**src/sv/tssm_pkg.sv**
```systemverilog
// Shared types and constants of the transport sync controller.
// No dependencies; every other file imports this package.
`default_nettype none

package tssm_pkg;

	localparam int MAX_CLIENTS = 16;
	localparam int ID_W        = 4;
	localparam int CNT_CLOG    = $clog2(MAX_CLIENTS + 1);
	localparam int CNT_W       = (CNT_CLOG >= 5) ? CNT_CLOG : 5;

	localparam int TIME_W   = 32;
	localparam int FRAME_W  = 32;
	localparam int PERIOD_W = 14;
	localparam int RATE_W   = 19;
	localparam int CFG_W    = 32;
	localparam int CFG_IDX_W = 2;

	localparam int US_W    = 20;
	localparam int PROD_W  = 34;
	localparam int DIVC_W  = 6;

	localparam logic [US_W-1:0]     US_PER_SEC  = US_W'(1000000);
	localparam logic [TIME_W-1:0]   TIMEOUT_RST = TIME_W'(2000000);
	localparam logic [PERIOD_W-1:0] PERIOD_RST  = PERIOD_W'(1024);
	localparam logic [RATE_W-1:0]   RATE_RST    = RATE_W'(48000);

	typedef enum logic [2:0] {
		OP_PERIOD_END = 3'd0,
		OP_COMMAND    = 3'd1,
		OP_READY      = 3'd2,
		OP_SET_SYNC   = 3'd3,
		OP_RESET_SYNC = 3'd4,
		OP_ACTIVATE   = 3'd5,
		OP_EXIT       = 3'd6,
		OP_LOCATE     = 3'd7
	} op_t;

	typedef enum logic [1:0] {
		ST_STOPPED  = 2'd0,
		ST_STARTING = 2'd1,
		ST_ROLLING  = 2'd2
	} run_state_t;

	typedef enum logic [CFG_IDX_W-1:0] {
		CFG_TIMEOUT = 2'd0,
		CFG_PERIOD  = 2'd1,
		CFG_RATE    = 2'd2
	} cfg_idx_t;

	typedef struct packed {
		logic capture;
		logic exec_ev;
		logic div_start;
		logic exec_pe;
		logic load_out;
	} ctrl_cmd_t;

	typedef struct packed {
		logic pe_op;
		logic div_done;
	} ctrl_sts_t;

endpackage

`default_nettype wire

```
**src/sv/tssm_div.sv**
```systemverilog
// Period length in microseconds: period_frames * 1e6 / sample_rate.
// Multiplies on start, then a restoring divider runs, one quotient bit per cycle. Uses tssm_pkg.
`default_nettype none

module tssm_div
	import tssm_pkg::*;
(
	input  wire logic                clk,
	input  wire logic                arst_n,
	input  wire logic                start,
	input  wire logic [PERIOD_W-1:0] period,
	input  wire logic [RATE_W-1:0]   rate,
	output logic      [PROD_W-1:0]   quot,
	output logic                     done
);

	logic                busy_q;
	logic                done_q;
	logic [DIVC_W-1:0]   cnt_q;
	logic [PROD_W-1:0]   quo_q;
	logic [RATE_W-1:0]   rem_q;
	logic [RATE_W-1:0]   den_q;
	logic [RATE_W:0]     shifted;
	logic [RATE_W+1:0]   trial;

	assign shifted = {rem_q, quo_q[PROD_W-1]};
	assign trial   = {1'b0, shifted} - {2'b00, den_q};

	always_ff @(posedge clk or negedge arst_n) begin
		if (!arst_n) begin
			busy_q <= 1'b0;
			done_q <= 1'b0;
			cnt_q  <= '0;
		end else begin
			done_q <= 1'b0;
			if (start) begin
				busy_q <= 1'b1;
				cnt_q  <= DIVC_W'(PROD_W);
			end else if (busy_q) begin
				cnt_q <= cnt_q - DIVC_W'(1);
				if (cnt_q == DIVC_W'(1)) begin
					busy_q <= 1'b0;
					done_q <= 1'b1;
				end
			end
		end
	end

	always_ff @(posedge clk) begin
		if (start) begin
			quo_q <= PROD_W'(period) * PROD_W'(US_PER_SEC);
			rem_q <= '0;
			den_q <= (rate == '0) ? RATE_W'(1) : rate;
		end else if (busy_q) begin
			if (!trial[RATE_W+1]) begin
				rem_q <= trial[RATE_W-1:0];
				quo_q <= {quo_q[PROD_W-2:0], 1'b1};
			end else begin
				rem_q <= shifted[RATE_W-1:0];
				quo_q <= {quo_q[PROD_W-2:0], 1'b0};
			end
		end
	end

	assign quot = quo_q;
	assign done = done_q;

endmodule

`default_nettype wire

```
**src/sv/tssm_dp.sv**
```systemverilog
// Datapath: config registers, client masks, sync counters, timeout and frame position.
// Holds the period divider and the result register. Uses tssm_pkg and tssm_div.
`default_nettype none

module tssm_dp
	import tssm_pkg::*;
(
	input  wire logic                 clk,
	input  wire logic                 arst_n,
	input  wire ctrl_cmd_t            cmd,
	output ctrl_sts_t                 sts,
	input  wire logic [2:0]           in_op,
	input  wire logic [ID_W-1:0]      in_id,
	input  wire logic                 in_start,
	input  wire logic                 in_dead,
	input  wire logic [FRAME_W-1:0]   in_loc,
	input  wire logic                 cfg_we,
	input  wire logic [CFG_IDX_W-1:0] cfg_index,
	input  wire logic [CFG_W-1:0]     cfg_data,
	output logic [1:0]                out_state,
	output logic [FRAME_W-1:0]        out_frame,
	output logic [4:0]                out_left,
	output logic                      out_newpos,
	output logic                      out_status
);

	logic [TIME_W-1:0]      timeout_q;
	logic [PERIOD_W-1:0]    period_q;
	logic [RATE_W-1:0]      rate_q;

	op_t                    op_q;
	logic [ID_W-1:0]        id_q;
	logic                   start_q;
	logic                   dead_q;
	logic [FRAME_W-1:0]     loc_q;

	run_state_t             rs_q, n_rs;
	logic                   latest_q, n_latest;
	logic                   prev_q, n_prev;
	logic [MAX_CLIENTS-1:0] ss_q, n_ss;
	logic [MAX_CLIENTS-1:0] act_q, n_act;
	logic [MAX_CLIENTS-1:0] act_ss_q, n_act_ss;
	logic [MAX_CLIENTS-1:0] poll_q, n_poll;
	logic [CNT_W-1:0]       cnt_q, n_cnt;
	logic [CNT_W-1:0]       remain_q, n_remain;
	logic [TIME_W-1:0]      time_q, n_time;
	logic [FRAME_W-1:0]     cur_q, n_cur;
	logic [FRAME_W-1:0]     next_q, n_next;
	logic                   loc_pend_q, n_loc_pend;
	logic [FRAME_W-1:0]     loc_val_q, n_loc_val;
	logic                   pos_pend_q, n_pos_pend;
	logic                   pos_chg_q, n_pos_chg;
	logic                   status_q, n_status;

	logic [1:0]             ostate_q;
	logic [FRAME_W-1:0]     oframe_q;
	logic [4:0]             oleft_q;
	logic                   opos_q;
	logic                   ostat_q;

	logic [PROD_W-1:0]      per_us;
	logic                   div_done;
	logic [MAX_CLIENTS-1:0] bit_v;
	logic                   id_ok;

	tssm_div u_div (
		.clk    (clk),
		.arst_n (arst_n),
		.start  (cmd.div_start),
		.period (period_q),
		.rate   (rate_q),
		.quot   (per_us),
		.done   (div_done)
	);

	assign sts.pe_op    = (op_q == OP_PERIOD_END);
	assign sts.div_done = div_done;

	always_comb begin
		for (int i = 0; i < MAX_CLIENTS; i++) begin
			bit_v[i] = (32'(id_q) == i);
		end
		id_ok = (32'(id_q) < MAX_CLIENTS);
	end

	always_comb begin
		logic cmd_new;
		cmd_new    = 1'b0;
		n_rs       = rs_q;
		n_latest   = latest_q;
		n_prev     = prev_q;
		n_ss       = ss_q;
		n_act      = act_q;
		n_act_ss   = act_ss_q;
		n_poll     = poll_q;
		n_cnt      = cnt_q;
		n_remain   = remain_q;
		n_time     = time_q;
		n_cur      = cur_q;
		n_next     = next_q;
		n_loc_pend = loc_pend_q;
		n_loc_val  = loc_val_q;
		n_pos_pend = pos_pend_q;
		n_pos_chg  = pos_chg_q;
		n_status   = status_q;

		if (cmd.exec_pe) begin
			n_status  = 1'b0;
			n_cur     = next_q;
			n_pos_chg = pos_pend_q;
			if (rs_q == ST_STARTING) begin
				if (remain_q == '0) begin
					n_rs = ST_ROLLING;
				end else if ({2'b00, time_q} > per_us) begin
					n_time = time_q - per_us[TIME_W-1:0];
				end else begin
					n_time = '0;
					n_rs   = ST_ROLLING;
				end
			end
			cmd_new = (latest_q != prev_q);
			n_prev  = latest_q;
			unique case (n_rs)
				ST_STOPPED: begin
					if (cmd_new && latest_q) begin
						if (cnt_q != '0) begin
							n_rs     = ST_STARTING;
							n_poll   = poll_q | act_ss_q;
							n_remain = cnt_q;
							n_time   = timeout_q;
						end else begin
							n_rs = ST_ROLLING;
						end
					end
				end
				ST_STARTING: begin
					if (cmd_new && !latest_q) begin
						n_rs = ST_STOPPED;
						if (remain_q != '0) begin
							n_poll   = poll_q & ~act_ss_q;
							n_remain = '0;
							n_time   = '0;
						end
					end else if (n_pos_chg) begin
						if (cnt_q != '0) begin
							n_poll   = poll_q | act_ss_q;
							n_remain = cnt_q;
							n_time   = timeout_q;
						end else begin
							n_rs = ST_ROLLING;
						end
					end
				end
				ST_ROLLING: begin
					if (cmd_new && !latest_q) begin
						n_rs = ST_STOPPED;
						if (remain_q != '0) begin
							n_poll   = poll_q & ~act_ss_q;
							n_remain = '0;
							n_time   = '0;
						end
					end else if (n_pos_chg && (cnt_q != '0)) begin
						n_rs     = ST_STARTING;
						n_poll   = poll_q | act_ss_q;
						n_remain = cnt_q;
						n_time   = timeout_q;
					end
				end
				default: begin
					n_rs = rs_q;
				end
			endcase
			n_next     = (n_rs == ST_ROLLING) ? n_cur + FRAME_W'(period_q) : n_cur;
			n_pos_pend = 1'b0;
			if (loc_pend_q) begin
				n_next     = loc_val_q;
				n_pos_pend = 1'b1;
				n_loc_pend = 1'b0;
			end
		end else if (cmd.exec_ev) begin
			n_status = 1'b0;
			unique case (op_q)
				OP_COMMAND: begin
					n_latest = start_q;
				end
				OP_READY: begin
					if (id_ok && ((poll_q & bit_v) != '0)) begin
						n_poll = poll_q & ~bit_v;
						if (remain_q != '0) n_remain = remain_q - CNT_W'(1);
					end
				end
				OP_SET_SYNC: begin
					if (id_ok) begin
						if ((ss_q & bit_v) == '0) begin
							n_ss = ss_q | bit_v;
							if (((act_q & bit_v) != '0) && ((act_ss_q & bit_v) == '0)) begin
								n_act_ss = act_ss_q | bit_v;
								n_cnt    = cnt_q + CNT_W'(1);
							end
						end
						if ((n_act_ss & bit_v) != '0) begin
							n_time = timeout_q;
							if ((poll_q & bit_v) == '0) begin
								n_poll   = poll_q | bit_v;
								n_remain = remain_q + CNT_W'(1);
							end
							if (rs_q == ST_ROLLING) n_rs = ST_STARTING;
						end
					end
				end
				OP_RESET_SYNC: begin
					if (id_ok && ((ss_q & bit_v) != '0)) begin
						if ((act_ss_q & bit_v) != '0) begin
							if ((poll_q & bit_v) != '0) begin
								n_poll = poll_q & ~bit_v;
								if (remain_q != '0) n_remain = remain_q - CNT_W'(1);
							end
							n_act_ss = act_ss_q & ~bit_v;
							if (cnt_q != '0) n_cnt = cnt_q - CNT_W'(1);
						end
						n_ss = ss_q & ~bit_v;
					end else begin
						n_status = 1'b1;
					end
				end
				OP_ACTIVATE: begin
					if (id_ok && ((act_q & bit_v) == '0)) begin
						n_act = act_q | bit_v;
						if (((ss_q & bit_v) != '0) && ((act_ss_q & bit_v) == '0)) begin
							n_act_ss = act_ss_q | bit_v;
							n_cnt    = cnt_q + CNT_W'(1);
							n_time   = timeout_q;
							if ((poll_q & bit_v) == '0) begin
								n_poll   = poll_q | bit_v;
								n_remain = remain_q + CNT_W'(1);
							end
							if (rs_q == ST_ROLLING) n_rs = ST_STARTING;
						end
					end
				end
				OP_EXIT: begin
					if (id_ok) begin
						if ((ss_q & bit_v) != '0) begin
							if ((act_ss_q & bit_v) != '0) begin
								if ((poll_q & bit_v) != '0) begin
									n_poll = poll_q & ~bit_v;
									if (remain_q != '0) n_remain = remain_q - CNT_W'(1);
								end
								n_act_ss = act_ss_q & ~bit_v;
								if (cnt_q != '0) n_cnt = cnt_q - CNT_W'(1);
							end
							if (dead_q) n_ss = ss_q & ~bit_v;
						end
						n_act = act_q & ~bit_v;
					end
				end
				OP_LOCATE: begin
					n_loc_pend = 1'b1;
					n_loc_val  = loc_q;
				end
				default: begin
					n_status = 1'b0;
				end
			endcase
		end
	end

	always_ff @(posedge clk or negedge arst_n) begin
		if (!arst_n) begin
			timeout_q  <= TIMEOUT_RST;
			period_q   <= PERIOD_RST;
			rate_q     <= RATE_RST;
			rs_q       <= ST_STOPPED;
			latest_q   <= 1'b0;
			prev_q     <= 1'b0;
			ss_q       <= '0;
			act_q      <= '0;
			act_ss_q   <= '0;
			poll_q     <= '0;
			cnt_q      <= '0;
			remain_q   <= '0;
			time_q     <= '0;
			cur_q      <= '0;
			next_q     <= '0;
			loc_pend_q <= 1'b0;
			loc_val_q  <= '0;
			pos_pend_q <= 1'b0;
			pos_chg_q  <= 1'b0;
			status_q   <= 1'b0;
		end else begin
			if (cfg_we) begin
				unique case (cfg_index)
					CFG_TIMEOUT: timeout_q <= cfg_data[TIME_W-1:0];
					CFG_PERIOD:  period_q  <= cfg_data[PERIOD_W-1:0];
					CFG_RATE:    rate_q    <= cfg_data[RATE_W-1:0];
					default:     timeout_q <= timeout_q;
				endcase
			end
			rs_q       <= n_rs;
			latest_q   <= n_latest;
			prev_q     <= n_prev;
			ss_q       <= n_ss;
			act_q      <= n_act;
			act_ss_q   <= n_act_ss;
			poll_q     <= n_poll;
			cnt_q      <= n_cnt;
			remain_q   <= n_remain;
			time_q     <= n_time;
			cur_q      <= n_cur;
			next_q     <= n_next;
			loc_pend_q <= n_loc_pend;
			loc_val_q  <= n_loc_val;
			pos_pend_q <= n_pos_pend;
			pos_chg_q  <= n_pos_chg;
			status_q   <= n_status;
		end
	end

	// input word and result word
	always_ff @(posedge clk) begin
		if (cmd.capture) begin
			op_q    <= op_t'(in_op);
			id_q    <= in_id;
			start_q <= in_start;
			dead_q  <= in_dead;
			loc_q   <= in_loc;
		end
		if (cmd.load_out) begin
			ostate_q <= rs_q;
			oframe_q <= cur_q;
			oleft_q  <= remain_q[4:0];
			opos_q   <= pos_chg_q;
			ostat_q  <= status_q;
		end
	end

	assign out_state  = ostate_q;
	assign out_frame  = oframe_q;
	assign out_left   = oleft_q;
	assign out_newpos = opos_q;
	assign out_status = ostat_q;

	a_poll_in_active: assert property (@(posedge clk) disable iff (!arst_n)
		(poll_q & ~act_ss_q) == '0)
		else $error("polled client not an active slow-sync client");

	a_act_ss_masks: assert property (@(posedge clk) disable iff (!arst_n)
		(act_ss_q & ~(ss_q & act_q)) == '0)
		else $error("active slow-sync mask outside slow-sync and active masks");

	a_count_match: assert property (@(posedge clk) disable iff (!arst_n)
		$countones(act_ss_q) == 32'(cnt_q))
		else $error("sync client count out of step with mask");

endmodule

`default_nettype wire

```
**src/sv/tssm_ctrl.sv**
```systemverilog
// Sequencer: handshakes, dispatch of events and period ends, result register valid.
// Drives datapath commands, reads datapath status. Uses tssm_pkg.
`default_nettype none

module tssm_ctrl
	import tssm_pkg::*;
(
	input  wire logic      clk,
	input  wire logic      arst_n,
	input  wire logic      s_tvalid,
	output logic           s_tready,
	output logic           m_tvalid,
	input  wire logic      m_tready,
	input  wire ctrl_sts_t sts,
	output ctrl_cmd_t      cmd
);

	typedef enum logic [2:0] {
		S_IDLE,
		S_DISPATCH,
		S_DIV,
		S_APPLY,
		S_RESP
	} state_t;

	state_t state_q;
	logic   m_tvalid_q;

	assign s_tready      = (state_q == S_IDLE);
	assign m_tvalid      = m_tvalid_q;
	assign cmd.capture   = s_tvalid && (state_q == S_IDLE);
	assign cmd.exec_ev   = (state_q == S_DISPATCH) && !sts.pe_op;
	assign cmd.div_start = (state_q == S_DISPATCH) && sts.pe_op;
	assign cmd.exec_pe   = (state_q == S_APPLY);
	assign cmd.load_out  = (state_q == S_RESP) && (!m_tvalid_q || m_tready);

	always_ff @(posedge clk or negedge arst_n) begin
		if (!arst_n) begin
			state_q    <= S_IDLE;
			m_tvalid_q <= 1'b0;
		end else begin
			if (cmd.load_out) begin
				m_tvalid_q <= 1'b1;
			end else if (m_tready) begin
				m_tvalid_q <= 1'b0;
			end
			unique case (state_q)
				S_IDLE: begin
					if (s_tvalid) state_q <= S_DISPATCH;
				end
				S_DISPATCH: begin
					state_q <= sts.pe_op ? S_DIV : S_RESP;
				end
				S_DIV: begin
					if (sts.div_done) state_q <= S_APPLY;
				end
				S_APPLY: begin
					state_q <= S_RESP;
				end
				S_RESP: begin
					if (!m_tvalid_q || m_tready) state_q <= S_IDLE;
				end
				default: begin
					state_q <= S_IDLE;
				end
			endcase
		end
	end

	a_cmd_onehot: assert property (@(posedge clk) disable iff (!arst_n)
		$onehot0({cmd.exec_ev, cmd.div_start, cmd.exec_pe, cmd.load_out}))
		else $error("more than one datapath command at once");

	a_done_in_div: assert property (@(posedge clk) disable iff (!arst_n)
		sts.div_done |-> (state_q == S_DIV))
		else $error("divider finished outside the wait state");

	a_start_to_div: assert property (@(posedge clk) disable iff (!arst_n)
		cmd.div_start |=> (state_q == S_DIV))
		else $error("divider started without waiting for it");

endmodule

`default_nettype wire

```
**src/sv/transport_sync_state_machine.sv**
```systemverilog
// Each input word is captured, dispatched and its result loaded into the output register;
// a period end first runs the multiply and the 34-step restoring divider, then is applied.
// Words are taken one at a time; a new word is taken while the previous result still waits
// on the output register, and its own result load stalls until that one is taken.
// Reset (arst_n low): transport stopped, masks, counters and frames cleared,
// configuration registers at their default values.
`default_nettype none

module transport_sync_state_machine
	import tssm_pkg::*;
(
	input  wire logic                 clk,
	input  wire logic                 arst_n,
	input  wire logic                 s_tvalid,
	output logic                      s_tready,
	input  wire logic [39:0]          s_tdata,   // client[3:0], start_cmd, client_dead, locate_frame[31:0], zero pad
	input  wire logic [2:0]           s_tuser,   // op
	output logic                      m_tvalid,
	input  wire logic                 m_tready,
	output logic [47:0]               m_tdata,   // xport_state[1:0], frame_position[31:0], sync_left[4:0], new_position, status, zero pad
	input  wire logic                 cfg_we,
	input  wire logic [CFG_IDX_W-1:0] cfg_index,
	input  wire logic [CFG_W-1:0]     cfg_data
);

	ctrl_cmd_t          cmd;
	ctrl_sts_t          sts;
	logic [1:0]         out_state;
	logic [FRAME_W-1:0] out_frame;
	logic [4:0]         out_left;
	logic               out_newpos;
	logic               out_status;

	tssm_ctrl u_ctrl (
		.clk      (clk),
		.arst_n   (arst_n),
		.s_tvalid (s_tvalid),
		.s_tready (s_tready),
		.m_tvalid (m_tvalid),
		.m_tready (m_tready),
		.sts      (sts),
		.cmd      (cmd)
	);

	tssm_dp u_dp (
		.clk        (clk),
		.arst_n     (arst_n),
		.cmd        (cmd),
		.sts        (sts),
		.in_op      (s_tuser),
		.in_id      (s_tdata[3:0]),
		.in_start   (s_tdata[4]),
		.in_dead    (s_tdata[5]),
		.in_loc     (s_tdata[37:6]),
		.cfg_we     (cfg_we),
		.cfg_index  (cfg_index),
		.cfg_data   (cfg_data),
		.out_state  (out_state),
		.out_frame  (out_frame),
		.out_left   (out_left),
		.out_newpos (out_newpos),
		.out_status (out_status)
	);

	assign m_tdata = {7'b0, out_status, out_newpos, out_left, out_frame, out_state};

endmodule

`default_nettype wire

```
**config.mk**
```make
export PLATFORM = sky130hd
export DESIGN_NAME = transport_sync_state_machine
export DESIGN_NICKNAME = d
export VERILOG_FILES = /design/src/sv/tssm_pkg.sv /design/src/sv/tssm_div.sv /design/src/sv/tssm_dp.sv /design/src/sv/tssm_ctrl.sv /design/src/sv/transport_sync_state_machine.sv
export SDC_FILE = /design/constraint.sdc
export NUM_CORES = 1
export LEC_CHECK = 0
export BUFFER_PORTS_ARGS = -buffer_cell sky130_fd_sc_hd__buf_2
export CAP_MARGIN = 20
export CELL_PAD_IN_SITES_DETAIL_PLACEMENT = 0
export CELL_PAD_IN_SITES_GLOBAL_PLACEMENT = 1
export CORE_ASPECT_RATIO = 1.2
export CORE_UTILIZATION = 50
export DETAILED_ROUTE_END_ITERATION = 12
export PLACE_DENSITY = 0.89
export SETUP_SLACK_MARGIN = 0.1
export SLEW_MARGIN = 20
export SYNTH_ARGS = -nofsm -noshare
export SYNTH_HDL_FRONTEND = slang
export SYNTH_SLANG_ARGS = --single-unit
```
**constraint.sdc**
```tcl
create_clock -name clk -period 6.2 [get_ports clk]
set_input_delay 0.31 -clock clk [delete_from_list [all_inputs] [get_ports clk]]
set_output_delay 0.31 -clock clk [all_outputs]
set_load 0.02 [all_outputs]
```
* Word level (Yosys, flattened, before mapping)
Index checks and enable logic that the tools add are counted.
** Operators by class
- Reductions and logical operators :: 56
- Bitwise operators :: 18
- Equality and inequality tests :: 57
- $add $sub $neg :: 8
- Multiply operators :: 1
- Order comparisons :: 1
- Multiplexer cells :: 128
** Operator list (number)
- two-way mux 32 bit :: 17
- two-way mux 16 bit :: 30
- AND 16 bit :: 10
- one-hot mux 16 bit (3 select lines) :: 3
- two-way mux 5 bit :: 24
- one-hot mux 32 bit (3 select lines) :: 1
- bitwise OR 16 bit :: 5
- nonzero test 16 bit :: 5
- two-way mux 34 bit :: 2
- zero test 16 bit :: 4
- one-hot mux 16 bit (4 select lines) :: 1
- one-hot mux 32 bit (2 select lines) :: 1
- two-way mux 2 bit :: 18
- greater-than comparator 32 x 34 -> 1 bit :: 1
- adder 32 x 14 -> 32 bit :: 1
- == test 4 bit (second input constant) :: 8
- NOT 16 bit :: 2
- one-hot mux 16 bit (2 select lines) :: 1
- subtractor 32 bit :: 1
- one-hot mux 5 bit (3 select lines) :: 2
- multiplier 14 x 14 -> 28 bit (second input constant) :: 1
- != test 2 x 1 -> 1 bit (second input constant) :: 11
- subtractor 20 x 19 -> 21 bit :: 1
- one-hot mux 5 bit (4 select lines) :: 1
- other kinds (45) :: 118
** Storage, ports and cells
- Logic and storage cells :: 308
- Register bits :: 441
- Output and inout port bits :: 50

* Longest topological paths before layout
- Depth in word-level cells :: 15
- Mapped depth :: 23
- Depth with buffers taken out :: 22

* By module
A second synthesis with hierarchy kept.
** Unflattened totals
- Cell total of the unflattened synthesis :: 2547
- Area, all modules :: 26331.5 µm²
** By module, submodules not included
- tssm_dp :: seq. area each 9362.7 µm², times used 1, area an instance 18491.5 µm², cells an instance 1722
- tssm_div :: seq. area each 2112.0 µm², times used 1, area an instance 7536.0 µm², cells an instance 792
- tssm_ctrl :: seq. area each 100.1 µm², times used 1, area an instance 232.7 µm², cells an instance 23
- transport_sync_state_machine :: seq. area each 0.0 µm², times used 1, area an instance 71.3 µm², cells an instance 10

* Worst setup path before layout
OpenSTA, ideal clock, no wires.
- Kind :: flip-flop to flip-flop
- Start point :: register u_dp.period_q[3]
- End point :: register u_dp.u_div.quo_q[32], in the netlist u_dp.u_div.quot[32], data pin
- Required time :: 5929 ps
- Path slack :: 893 ps
- Stages on the path, launching flop included :: 20
- Arrival time :: 5037 ps
- Path buffers :: 0
- Path through :: dfrtp_1 -> inv_1 -> fa_1 -> fa_1 -> inv_1 -> fa_1 -> inv_1 -> fa_1 -> inv_1 -> ha_1 -> ha_1 -> ha_1 -> nand3_1 -> nor3b_1 -> a21oi_1 -> a31oi_1 -> a211oi_1 -> o41ai_1 -> xnor2_1 -> o22ai_1
** On the way
- Cells in the longest elaborated chain, start to end :: 2
** Ends and longest elaborated chain
- start, declared :: RTL line tssm_dp.sv:28 : logic [PERIOD_W-1:0] period_q;
- start signal, assigned :: RTL line tssm_dp.sv:294 : CFG_PERIOD: period_q <= cfg_data[PERIOD_W-1:0];
- multiplier 14 x 14 -> 28 bit :: RTL line tssm_div.sv:51 : quo_q <= PROD_W'(period) * PROD_W'(US_PER_SEC);
- two-way mux 34 bit :: RTL line tssm_div.sv:50 : if (start) begin
- end signal, assigned :: RTL line tssm_div.sv:51
- end signal, assigned :: RTL line tssm_div.sv:57 : quo_q <= {quo_q[PROD_W-2:0], 1'b1};
- end signal, assigned :: RTL line tssm_div.sv:60 : quo_q <= {quo_q[PROD_W-2:0], 1'b0};
- end, declared :: RTL line tssm_div.sv:20 : logic [PROD_W-1:0] quo_q;
Every way passes these cells.
A chain may end at the register's enable or synchronous reset.

* Final worst setup path
- Start point :: register u_dp.period_q[3]
- End point :: register u_dp.u_div.quo_q[33], in the netlist u_dp.u_div.quot[33], data pin
Same word-level chain as after synthesis.

==> run summary <==
Share of layout cells above drive strength 1: 0.156
Synth area leader: dfrtp_1
Clk sink count: 441
I/O pins: 132
Final setup viols: 0
Pin count of the biggest net entering global routing: 149
Gp weighted congestion: 0.950
Number of H-tree levels: 2
DRT Wirelength: 67.4 mm
GRT overflow: 0
Final Max Tran Viols: 0
Peak VDD IR: 652 uV
CP Cell Sequence: inv_1 -> fa_1 -> fa_1 -> inv_1 -> fa_1 -> inv_1 -> fa_1 -> inv_1 -> ha_1 -> ha_1 -> ha_1 -> a21oi_1 -> o21ai_0 -> nand3_1 -> nand2_1 -> a211oi_1 -> nor3_1 -> o31ai_1 -> xnor2_1 -> o21ai_0
Post-route cell area: 29400 um2
Total CTS buffers: 46
Synth top area share: 0.262
Initial DRC count: 1787
Row count: 91
Die area: 53000 um2
Hold crit path type: input pin to flop
Antenna Cells: 0
Synthesized cell area: 26000 um2
Area grow syn2layout: 12.9%
Critical Path RT: 6.53 ns
Status: finished, final reports clean
Switching share of power: 0.445
CTS tree: yes
Pwr Density: 646 nW/um2
Max Fclk: 175 MHz
Area of the core: 51400 um2
Clock skew: 0.0226 ns
Worst EP arrival: 6.05 ns
Post-synth EDFFs: 129
Syn Inst Count: 2533
Initial Utilization: 0.507
Ys flop type: dfrtp_1
Net Switching: 8.45 mW
Comb power frac: 0.580
Post-synth ARST share: 0.651
Tot GR Track Use: 0.255
Yosys warning count: 0
Worst-path fanout max: 7
Worst slew pin tran: 1.08 ns
Max-slew headroom: 0.280
Die Y: 252 um
Sequential share of power: 0.261
P_leak: 13.2 nW
Syn_area_per_cell: 10.3 um2
Vias in the first global route: 20000
Unique masters post-synth: 110
Port-buffer cells: 122
Final layout net count: 2963
Sequential share of the synthesized area: 0.445
# DRC: 0
First-pass GRT wire length: 107 mm
Tcrit/Tclk final: 0.923
Crit path launch type: flop
#FFs+latches synth: 441
Via Count: 20000
Max Root-Sink Buffers: 3
Tmin final: 5.72 ns
Clock slew at the register clock pins of the worst setup and hold paths: 0.06 ns
Clock network power share: 0.159
Int Power: 10.6 mW
CP endpoint kind: flop
CP max stage delay: 0.54 ns
Die Wd: 210 um
Max Cap Viol: 0
Initial antenna violation count: 1
Final HPWL DP: 46.3 mm
Worst skew pair latency: 0.61 ns
RSZ-0062 raised after global routing: false
Dpl cell area: 27100 um2
Largest cells by area after synthesis: dfrtp_1 26%, edfxtp_1 15%, ha_1 8.4%
Crit path max-delay cell type: fa_1
Final Hold Fails: 0
Final setup TNS: 0 ns
Post-route ant nets: 0
CTS Root Cell: clkbuf_16
DR vias/cell: 5.91
Crit path kind: flop to flop
Average wire per standard cell: 19.9 um
DR pass1 iterations: 6
Filler cell count in the final layout: 4341
-- per-layer routing --
layer	up-vias	part of all wire	global-route usage
li1	9371	-	-
met1	9930	0.43	0.336
met2	622	0.49	0.435
met3	121	0.052	0.0344
met4	0	0.027	0.0805
met5	-	0	0
-- worst paths after layout --
| path | start | to | slack (ns) | cells past startpoint |
|---|---|---|---|---|
| worst max-delay path | u_dp.period_q[3] | u_dp.u_div.quot[33] | 0.48 | 20 |
| worst min-delay path | cfg_data[14] | u_dp.rate_q[14] | 0.02 | 2 |
| worst max register to register | u_dp.period_q[3] | u_dp.u_div.quot[33] | 0.48 | 20 |
| worst min register to register | u_dp.cur_q[5] | u_dp.out_frame[5] | 0.45 | 0 |
| max in group asynchronous | arst_n | u_dp.period_q[8] | 4.63 | 3 |
| min in group asynchronous | arst_n | u_dp.timeout_q[28] | 0.27 | 2 |
-- per-stage QoR --
| step | std cells | worst slack [ns] | power, mW | util | hold WS (ns) |
|---|---|---|---|---|---|
| 3_5_place_dp | 3248 | 0.340 | 15.8 | 0.528 | 0.309 |
| 3_3_place_gp | 3248 | 0.420 | 15.5 | 0.528 | 0.300 |
| 6_report | 3392 | 0.478 | 19.0 | 0.572 | 0.0222 |
| 5_1_grt | 3392 | 0.111 | 20.7 | 0.572 | 0.0101 |
| 2_1_floorplan | 2539 | 0.893 | 13.3 | - | 0.0144 |
| 4_1_cts | 3391 | 0.351 | 19.0 | 0.571 | 0.00494 |
-- synthesized netlist by cell type (all sizes together), types with 13 or more instances --
library cell  number
dfrtp            272
nand2            268
ha               174
o21ai            166
a21oi            161
inv              161
nor2             153
edfxtp           129
mux2             115
clkbuf            95
a31oi             61
nand3             56
fa                50
buf               46
nor3              40
xnor2             39
xor2              39
a21o              36
mux2i             34
dfxtp             25
a211oi            24
a22oi             24
a221o             21
and3              21
or3               21
nand2b            20
o21a              20
a22o              18
nor2b             17
a221oi            15
dfstp             15
o22ai             15
o211ai            14
nor4              13
-- what timing repair did --
item,4_1_cts,5_1_grt
buffers inserted,0,0
setup endpoints to repair,0,1
resized for setup,0,2
endpoints found under the hold margin,112,0
hold buffers,57,0
-- power groups by stage --
stage / clock network, mW / logic [mW] / registers [mW]
3_3_place_gp: 0 / 10.5 / 4.95
6_report: 3.02 / 11.0 / 4.96
4_1_cts: 3.07 / 11.0 / 4.95
2_1_floorplan: 0 / 8.49 / 4.77
3_5_place_dp: 0 / 10.8 / 4.98
5_1_grt: 3.18 / 12.4 / 5.08
-- kinds of logic (layout without fill, tap and decap cells) --
logic type | count (synthesis) | after routing | share of synthesized area
AOI/OAI and AO/OA | 668 | 668 | 0.171
and+or+nand+nor | 668 | 668 | 0.121
DFF | 441 | 441 | 0.445
buffers and inverters | 303 | 459 | 0.0508
adders and majority gates | 225 | 225 | 0.123
muxes | 149 | 149 | 0.0637
xor gates and xnor gates | 78 | 78 | 0.0263
other | 1 | 7 | 0.000144
-- cells in the final DEF (no fill, tap or decap), drive strengths merged, types with 14 or more instances in the layout --
master / instances
buf: 154
a221o: 21
o211ai: 14
and3: 21
dfrtp: 272
a22o: 18
mux2i: 34
nor2b: 17
a221oi: 15
clkbuf: 60
dfstp: 15
inv: 161
dlygate4sd3: 57
a21o: 36
fa: 50
o21ai: 166
edfxtp: 129
nand3: 56
nand2: 268
clkinv: 18
o22ai: 15
a22oi: 24
a211oi: 24
or3: 21
o21a: 20
xnor2: 39
xor2: 39
nand2b: 20
mux2: 115
ha: 174
a31oi: 61
nor3: 40
a21oi: 161
nor2: 153
dfxtp: 25
-- worst max-delay path: cells and delay by family (launching register included) --
family          cells  cell delay [ns]
compound gates      5             1.01
xor+xnor            1             0.15
fa+ha+maj           7             3.11
buf+inv             4             0.33
flops               1             0.50
simple gates        3             0.33
-- final cells by class --
type / count / area (um2) / area share
timing repair buffer: 211 / 1470 / 0.0499
tap: 697 / 872 / 0.0297
multi-input combinational: 1795 / 13200 / 0.449
clock inverter: 26 / 393 / 0.0134
inverter: 162 / 608 / 0.0207
sequential: 441 / 11600 / 0.394
clock buffer: 60 / 1270 / 0.0431
No activity file was read; power rests on OpenSTA's default activity.
